==> src/design/tegb_pkg.sv <==
`timescale 1ns / 1ps
package tegb_pkg;

	localparam int FRAC_BITS  = 16;
	localparam int MSB_W      = 5;
	localparam int LOG_W      = MSB_W + FRAC_BITS;
	localparam int NUM_BANDS  = 5;
	localparam int HALF_LOG2E = 47274;
	localparam int WSUM_FLOOR = 7;
	localparam int MG_MIN     = 655;
	localparam int MG_MAX     = 65536;
	localparam int BW_MIN     = 128;
	localparam int BW_MAX     = 2048;
	localparam int GAIN_LIM   = 1280;
	localparam int EXP_BIAS   = 16;

	typedef enum logic [2:0] {
		REG_MIDDLE_GREY     = 3'd0,
		REG_BAND_WIDTH      = 3'd1,
		REG_GAIN_SHADOWS    = 3'd2,
		REG_GAIN_DARKS      = 3'd3,
		REG_GAIN_MIDTONES   = 3'd4,
		REG_GAIN_LIGHTS     = 3'd5,
		REG_GAIN_HIGHLIGHTS = 3'd6
	} reg_idx_t;

	function automatic logic [63:0] floor_sqrt64(logic [63:0] a_in);
		logic [63:0] a;
		logic [63:0] res;
		logic [63:0] bt;
		a   = a_in;
		res = '0;
		bt  = 64'h1 << 62;
		for (int i = 0; i < 32; i++) begin
			if (a >= res + bt) begin
				a   = a - (res + bt);
				res = (res >> 1) + bt;
			end else begin
				res = res >> 1;
			end
			bt = bt >> 2;
		end
		return res;
	endfunction

	// 2^(-2^-k) in Q0.32
	function automatic logic [31:0] pow_rom_f(int k);
		logic [63:0] p;
		p = floor_sqrt64(64'h8000_0000_0000_0000);
		for (int j = 2; j <= FRAC_BITS; j++) begin
			if (j <= k) begin
				p = floor_sqrt64(p << 32);
			end
		end
		return p[31:0];
	endfunction

endpackage

==> src/design/tegb_div.sv <==
`timescale 1ns / 1ps
module tegb_div import tegb_pkg::*; #(
	parameter int NUM_W  = 29,
	parameter int DEN_W  = 12,
	parameter int Q_W    = 22,
	parameter int SIDE_W = 1
) (
	input  logic                    clk,
	input  logic                    arst_n,
	input  logic                    en,
	input  logic                    vld_i,
	input  logic signed [NUM_W:0]   num_i,
	input  logic [DEN_W-1:0]        den_i,
	input  logic [SIDE_W-1:0]       side_i,
	output logic                    vld_o,
	output logic signed [Q_W:0]     q_o,
	output logic [SIDE_W-1:0]       side_o
);
	localparam int REM_W = ((NUM_W > DEN_W + Q_W) ? NUM_W : DEN_W + Q_W) + 1;

	logic [NUM_W:0]     mag_n;
	logic [Q_W:0]       qe;
	logic               vld_s  [0:Q_W];
	logic [REM_W-1:0]   rem_s  [0:Q_W];
	logic [DEN_W-1:0]   den_s  [0:Q_W];
	logic [Q_W-1:0]     q_s    [0:Q_W];
	logic               neg_s  [0:Q_W];
	logic [SIDE_W-1:0]  side_s [0:Q_W];

	assign mag_n = num_i[NUM_W] ? (NUM_W+1)'(-num_i) : (NUM_W+1)'(num_i);

	always_ff @(posedge clk or negedge arst_n) begin
		if (!arst_n) begin
			for (int k = 0; k <= Q_W; k++) vld_s[k] <= 1'b0;
		end else if (en) begin
			vld_s[0] <= vld_i;
			for (int k = 1; k <= Q_W; k++) vld_s[k] <= vld_s[k-1];
		end
	end

	always_ff @(posedge clk) begin
		if (en) begin
			rem_s[0]  <= REM_W'(mag_n[NUM_W-1:0]);
			den_s[0]  <= den_i;
			q_s[0]    <= '0;
			neg_s[0]  <= num_i[NUM_W];
			side_s[0] <= side_i;
		end
	end

	// restoring division, one quotient bit per stage, MSB first
	for (genvar k = 1; k <= Q_W; k++) begin : g_step
		logic [REM_W-1:0] dsh;
		logic             take;
		assign dsh  = REM_W'(den_s[k-1]) << (Q_W - k);
		assign take = rem_s[k-1] >= dsh;
		always_ff @(posedge clk) begin
			if (en) begin
				rem_s[k]  <= take ? rem_s[k-1] - dsh : rem_s[k-1];
				q_s[k]    <= {q_s[k-1][Q_W-2:0], take};
				den_s[k]  <= den_s[k-1];
				neg_s[k]  <= neg_s[k-1];
				side_s[k] <= side_s[k-1];
			end
		end
	end

	assign qe     = {1'b0, q_s[Q_W]};
	assign q_o    = neg_s[Q_W] ? $signed(-qe) : $signed(qe);
	assign vld_o  = vld_s[Q_W];
	assign side_o = side_s[Q_W];
endmodule

==> config.mk <==
export PLATFORM = sky130hd
export DESIGN_NAME = tegb_div
export DESIGN_NICKNAME = d
export VERILOG_FILES = /design/src/design/tegb_pkg.sv /design/src/design/tegb_div.sv
export SDC_FILE = /design/constraint.sdc
export NUM_CORES = 2
export LEC_CHECK = 0
export ABC_CLOCK_PERIOD_IN_PS = 3100
export BUFFER_PORTS_ARGS = -buffer_cell sky130_fd_sc_hd__clkbuf_2
export CORE_ASPECT_RATIO = 0.8
export CORE_MARGIN = 3
export CORE_UTILIZATION = 45
export DETAILED_ROUTE_END_ITERATION = 8
export GPL_ROUTABILITY_DRIVEN = 0
export GPL_TIMING_DRIVEN = 0
export SYNTH_ARGS = -nofsm -noshare
export SYNTH_HDL_FRONTEND = slang
export SYNTH_SLANG_ARGS = --single-unit
==> constraint.sdc <==
create_clock -name clk -period 3.1 [get_ports clk]
set_clock_uncertainty 0.05 [all_clocks]
set_input_delay 0.62 -clock clk [delete_from_list [all_inputs] [get_ports clk]]
set_output_delay 0.62 -clock clk [all_outputs]
set_load 0.01 [all_outputs]
Word-level counts from Yosys, hierarchy flattened
Memory sizes are Yosys's and may differ from the RTL's.
Index checks and enable logic that the tools add are counted.
{"block": "op_classes", "addsub": 24, "n_lt_le_gt_ge": 22, "n_mux": 26}
{"cell": "35-bit two-way mux", "count": 22}
{"cell": "35-bit by 12-bit greater-or-equal comparator with 1-bit output", "count": 1}
{"cell": "35-bit by 13-bit greater-or-equal comparator with 1-bit output", "count": 1}
{"cell": "35-bit by 14-bit greater-or-equal comparator with 1-bit output", "count": 1}
{"cell": "35-bit by 15-bit greater-or-equal comparator with 1-bit output", "count": 1}
{"cell": "35-bit by 16-bit greater-or-equal comparator with 1-bit output", "count": 1}
{"cell": "35-bit by 17-bit greater-or-equal comparator with 1-bit output", "count": 1}
{"cell": "35-bit by 18-bit greater-or-equal comparator with 1-bit output", "count": 1}
{"cell": "35-bit by 19-bit greater-or-equal comparator with 1-bit output", "count": 1}
{"cell": "35-bit by 20-bit greater-or-equal comparator with 1-bit output", "count": 1}
{"cell": "35-bit by 21-bit greater-or-equal comparator with 1-bit output", "count": 1}
{"cell": "35-bit by 22-bit greater-or-equal comparator with 1-bit output", "count": 1}
{"cell": "35-bit by 23-bit greater-or-equal comparator with 1-bit output", "count": 1}
{"cell": "35-bit by 24-bit greater-or-equal comparator with 1-bit output", "count": 1}
{"cell": "35-bit by 25-bit greater-or-equal comparator with 1-bit output", "count": 1}
{"cell": "35-bit by 26-bit greater-or-equal comparator with 1-bit output", "count": 1}
{"cell": "35-bit by 27-bit greater-or-equal comparator with 1-bit output", "count": 1}
{"cell": "35-bit by 28-bit greater-or-equal comparator with 1-bit output", "count": 1}
{"cell": "35-bit by 29-bit greater-or-equal comparator with 1-bit output", "count": 1}
{"cell": "35-bit by 30-bit greater-or-equal comparator with 1-bit output", "count": 1}
{"cell": "35-bit by 31-bit greater-or-equal comparator with 1-bit output", "count": 1}
{"cell": "35-bit by 32-bit greater-or-equal comparator with 1-bit output", "count": 1}
{"cell": "35-bit by 33-bit greater-or-equal comparator with 1-bit output", "count": 1}
{"cell": "35-bit by 12-bit subtractor with 35-bit output", "count": 1}
{"cell": "other kinds (26)", "count": 27}
{"block": "word_totals", "register_bits": 23, "mem_bits_rw": 1633, "inputBits": 47, "out_inout_bits": 25, "elab_cells": 100, "memories": 5}
{"memory": "rem_s", "depth": 23, "word_bits": 35, "read_ports": 22, "rd_ports_with_merged_regs": 0, "wr": 23, "line_no": "tegb_div.sv:24", "source": "logic [REM_W-1:0] rem_s [0:Q_W];"}
{"memory": "q_s", "depth": 23, "word_bits": 22, "read_ports": 23, "rd_ports_with_merged_regs": 0, "wr": 23, "line_no": "tegb_div.sv:26", "source": "logic [Q_W-1:0] q_s [0:Q_W];"}
{"memory": "den_s", "depth": 23, "word_bits": 12, "read_ports": 22, "rd_ports_with_merged_regs": 0, "wr": 23, "line_no": "tegb_div.sv:25", "source": "logic [DEN_W-1:0] den_s [0:Q_W];"}
{"memory": "neg_s", "depth": 23, "word_bits": 1, "read_ports": 23, "rd_ports_with_merged_regs": 0, "wr": 23, "line_no": "tegb_div.sv:27", "source": "logic neg_s [0:Q_W];"}
{"memory": "side_s", "depth": 23, "word_bits": 1, "read_ports": 23, "rd_ports_with_merged_regs": 0, "wr": 23, "line_no": "tegb_div.sv:28", "source": "logic [SIDE_W-1:0] side_s [0:Q_W];"}

Logic depth before layout (Yosys ltp)
An unclocked memory read counts as a cell.
{"block": "depth", "word_depth": 3, "depth_mapped": 12, "mapped_depth_nobuf": 11}

Worst setup path before layout
Ideal clock, no wire load.
{"block": "synth_path", "path_type": "flip-flop to flip-flop", "from": "memory rem_s[0][127] (netlist name)", "to": "memory rem_s[0][163] (netlist name), data pin", "setup_ps": 260, "arrival_ps": 2832, "slack_ps": -42, "stages_incl_launch_ff": 10, "period_less_slack_ps": 3142, "cell_sequence": "edfxtp_1 -> ha_1 -> a21o_1 -> a211oi_1 -> nor2_1 -> o41ai_1 -> a211oi_1 -> nor3_1 -> buf_2 -> mux2_2"}
{"item": "start: declaration", "line_no": "tegb_div.sv:24"}

==> results.sh <==
export IMPL_finalHoldViolCount=0
export IMPL_grtUsageMet2=0.267
export IMPL_grt_pass1_vias=36800
export IMPL_pwr_density_cell_mw_per_mm2=761
export IMPL_timing_final_ws_setup_ns=-0.757
export IMPL_antenna_found_initial=0
export IMPL_finalSetupTns_ns=-13.01
export IMPL_switching_power_uw=16800
export IMPL_drt_pass1_iter_count=5
export IMPL_setup_viol=44
export IMPL_routedWlPerCell_um=18.8
export IMPL_switching_share=0.300
export IMPL_crit_arrival_ns=3.19
export IMPL_wl_mm=134
export IMPL_layout_commonest_cell="edfxtp_1"
export IMPL_required_ns=2.43
export IMPL_grt_util_met1=0.274
export IMPL_htree_levels=4
export IMPL_cts_tree="done"
export IMPL_drive_gt1_frac=0.160
export IMPL_synthFlopType="edfxtp_1"
export IMPL_internal_power_uw=39200
export IMPL_async_reset_ff_frac=0.0170
export IMPL_synth_area_sq_mm=0.0631
export IMPL_nets=5457
export IMPL_rows=122
export IMPL_grtUsageMet3=0.0363
export IMPL_ys_ff_latch=1350
export IMPL_ant_nets=0
export IMPL_clk_pin_slew_worst_paths_ns=0.06
export IMPL_slew_violations=0
export IMPL_grt_use_total=0.182
export IMPL_pwr_share_clk=0.292
export IMPL_maxSlewHeadroom=0.457
export IMPL_crit_path_start_kind="register"
export IMPL_dr_total_vias=38500
export IMPL_grt_max_degree=121
export IMPL_crit_type="register to primary output"
export IMPL_fp_coreArea_sq_mm=0.139
export IMPL_final_cell_area_sq_mm=0.0736
export IMPL_area_growth_pct=16.8
export IMPL_synth_edf_count=1327
export IMPL_yosys_warnings=0
export IMPL_grt_overflow=0
export IMPL_violations="setup timing"
export IMPL_outcome="finished, violations left"
export IMPL_fill_cells=11500
export IMPL_synth_cells=4785
export IMPL_dr_first_iter_drc_count=3121
export IMPL_syn_area_per_cell_sq_um=13.2
export IMPL_dp_hpwl_mm=94.9
export IMPL_dpl_cell_area_sq_mm=0.0661
export IMPL_tightest_slew_ns=0.807
export IMPL_grt_pass1_wl_mm=207
export IMPL_cts_root_buf="clkbuf_16"
export IMPL_drc=0
export IMPL_vdd_drop_max_mv=0.495
export IMPL_cap_violations=0
export IMPL_cts_buffer_depth=3
export IMPL_cts_made_buffers=142
export IMPL_clkSinkCount=1350
export IMPL_multi_input_area_sq_mm=0.0227
export IMPL_yosysSeqAreaShare=0.641
export IMPL_final_cell_mix="1327 x edfxtp_1, 358 x inv_1, 306 x nor2_1"
export IMPL_seqPwrFrac=0.460
export IMPL_synth_cell_type_count=87
export IMPL_seq_area_sq_mm=0.0404
export IMPL_rsz0062_at_grt="yes"
export IMPL_synth_nets=5115
export IMPL_diodes=0
export IMPL_die_h_um=341
export IMPL_insertion_delay_ns=0.78
export IMPL_busiest_layer="met1"
export IMPL_io_buffers=71
export IMPL_finalCriticalPeriod_ns=3.86
export IMPL_leakagePower_uw=0.0268
export IMPL_start_util=0.454
export IMPL_p_comb_frac=0.248
export IMPL_viasPerCell=5.43
export IMPL_num_io_pins=72
export IMPL_die_w_um=425
export IMPL_critPathMaxFanout=3
export IMPL_dieArea_sq_mm=0.145
export IMPL_hp_class="primary input to register"
export IMPL_fmax_mhz=259
export IMPL_post_route_period_util=1.24
export IMPL_worstSetupEndpointType="primary output"
==> state kept, by name, summed over array words and instances (netlist names) <==
register,cells
neg_s,23
vld_o,1
vld_s,22
rem_s,764
den_s,264
q_s,253
side_s,23
==> synthesized netlist by cell type (54+ instances only) <==
cell type / n / area share
a21o_1: 54 / 0.0064
a21oi_1: 212 / 0.017
clkbuf_1: 66 / 0.0039
edfxtp_1: 1327 / 0.63
ha_1: 262 / 0.052
inv_1: 361 / 0.021
mux2_2: 95 / 0.017
nand2_1: 258 / 0.015
nand3_1: 94 / 0.0075
nand4_1: 70 / 0.0069
nor2_1: 317 / 0.019
nor3_1: 121 / 0.0096
nor4_1: 128 / 0.013
o21a_1: 55 / 0.0065
o21ai_0: 219 / 0.017
or3_1: 64 / 0.0063
xnor2_1: 263 / 0.037
xor2_1: 177 / 0.025
==> through the flow <==
stage | power [uW] | util | instances | hold slack, ns | setup slack, ns
floorplan | 34500 | - | 4785 | 0.274 | 0.0603
global placement | 39000 | 0.474 | 6716 | 0.351 | -22.70
detailed placement | 38400 | 0.476 | 6728 | 0.355 | -0.958
CTS | 55600 | 0.518 | 7030 | 0.0357 | -0.851
global route | 59100 | 0.531 | 7097 | 0.0774 | -0.903
finish | 56100 | 0.531 | 7097 | 0.110 | -0.757
==> per-layer routing <==
layer | routed length [um] | share of wire
met3 | 8130 | 0.061
met2 | 58200 | 0.44
met5 | 0 | 0
met1 | 64800 | 0.48
met4 | 2590 | 0.019
==> final timing paths <==
check,from,endpoint,slack (ns),cells after the start
worst max-delay path,q_s[2][134],q_o[21],-0.76,8
worst min-delay path,num_i[28],rem_s[0][28],0.11,2
worst max register to register,rem_s[1][217],rem_s[1][261],-0.24,15
worst min register to register,neg_s[1][3],neg_s[1][4],0.36,0
max in group asynchronous,arst_n,vld_s[17],2.31,2
min in group asynchronous,arst_n,vld_o,0.32,2
==> area by class of cell <==
class,count,area share
plain buffers,77,0.00712
clock inverters,87,0.0100
inverters,362,0.0186
multi-input cells,2988,0.308
clock buffers,167,0.0508
well taps,1860,0.0316
flip-flops and latches,1350,0.549
repair buffers,206,0.0243
==> logic make-up (layout without fill, tap and decap cells) <==
logic type               count (synthesis)  in the layout  synth area share
AO/OA/AOI/OAI                          781            781            0.0781
AND/OR/NAND/NOR                       1375           1375             0.115
adder cells (fa/ha/maj)                283            283            0.0587
buffers and inverters                  447            899            0.0270
multiplexers                           109            109            0.0192
XOR/XNOR                               440            440            0.0611
flip-flops                            1350           1350             0.641
==> power by group through the flow <==
stage               sequential, uW  combinational [uW]  clock [uW]
floorplan                    25200                9370           0
global placement             26900               12100           0
detailed placement           26000               12300           0
CTS                          25700               13000       16900
global route                 26100               15400       17600
finish                       25800               13900       16400
==> worst max-delay path, stage by stage (launching register included) <==
cell and delay [ns]:
edfxtp_1 0.43, nor3_2 0.25, nand3_2 0.13, or4_4 0.47
or4_4 0.53, nand2b_4 0.17, o21ai_2 0.14, xnor2_1 0.14
buf_2 0.16
==> repair_timing <==
item,in CTS,in global routing
endpoints found under the setup margin,423,719
setup buffers,35,69
hold buffers,17,0
resized for setup,236,261
gates cloned,0,3
pin swaps,26,88
endpoints found under the hold margin,39,0
No activity file was read; power rests on OpenSTA's default activity.
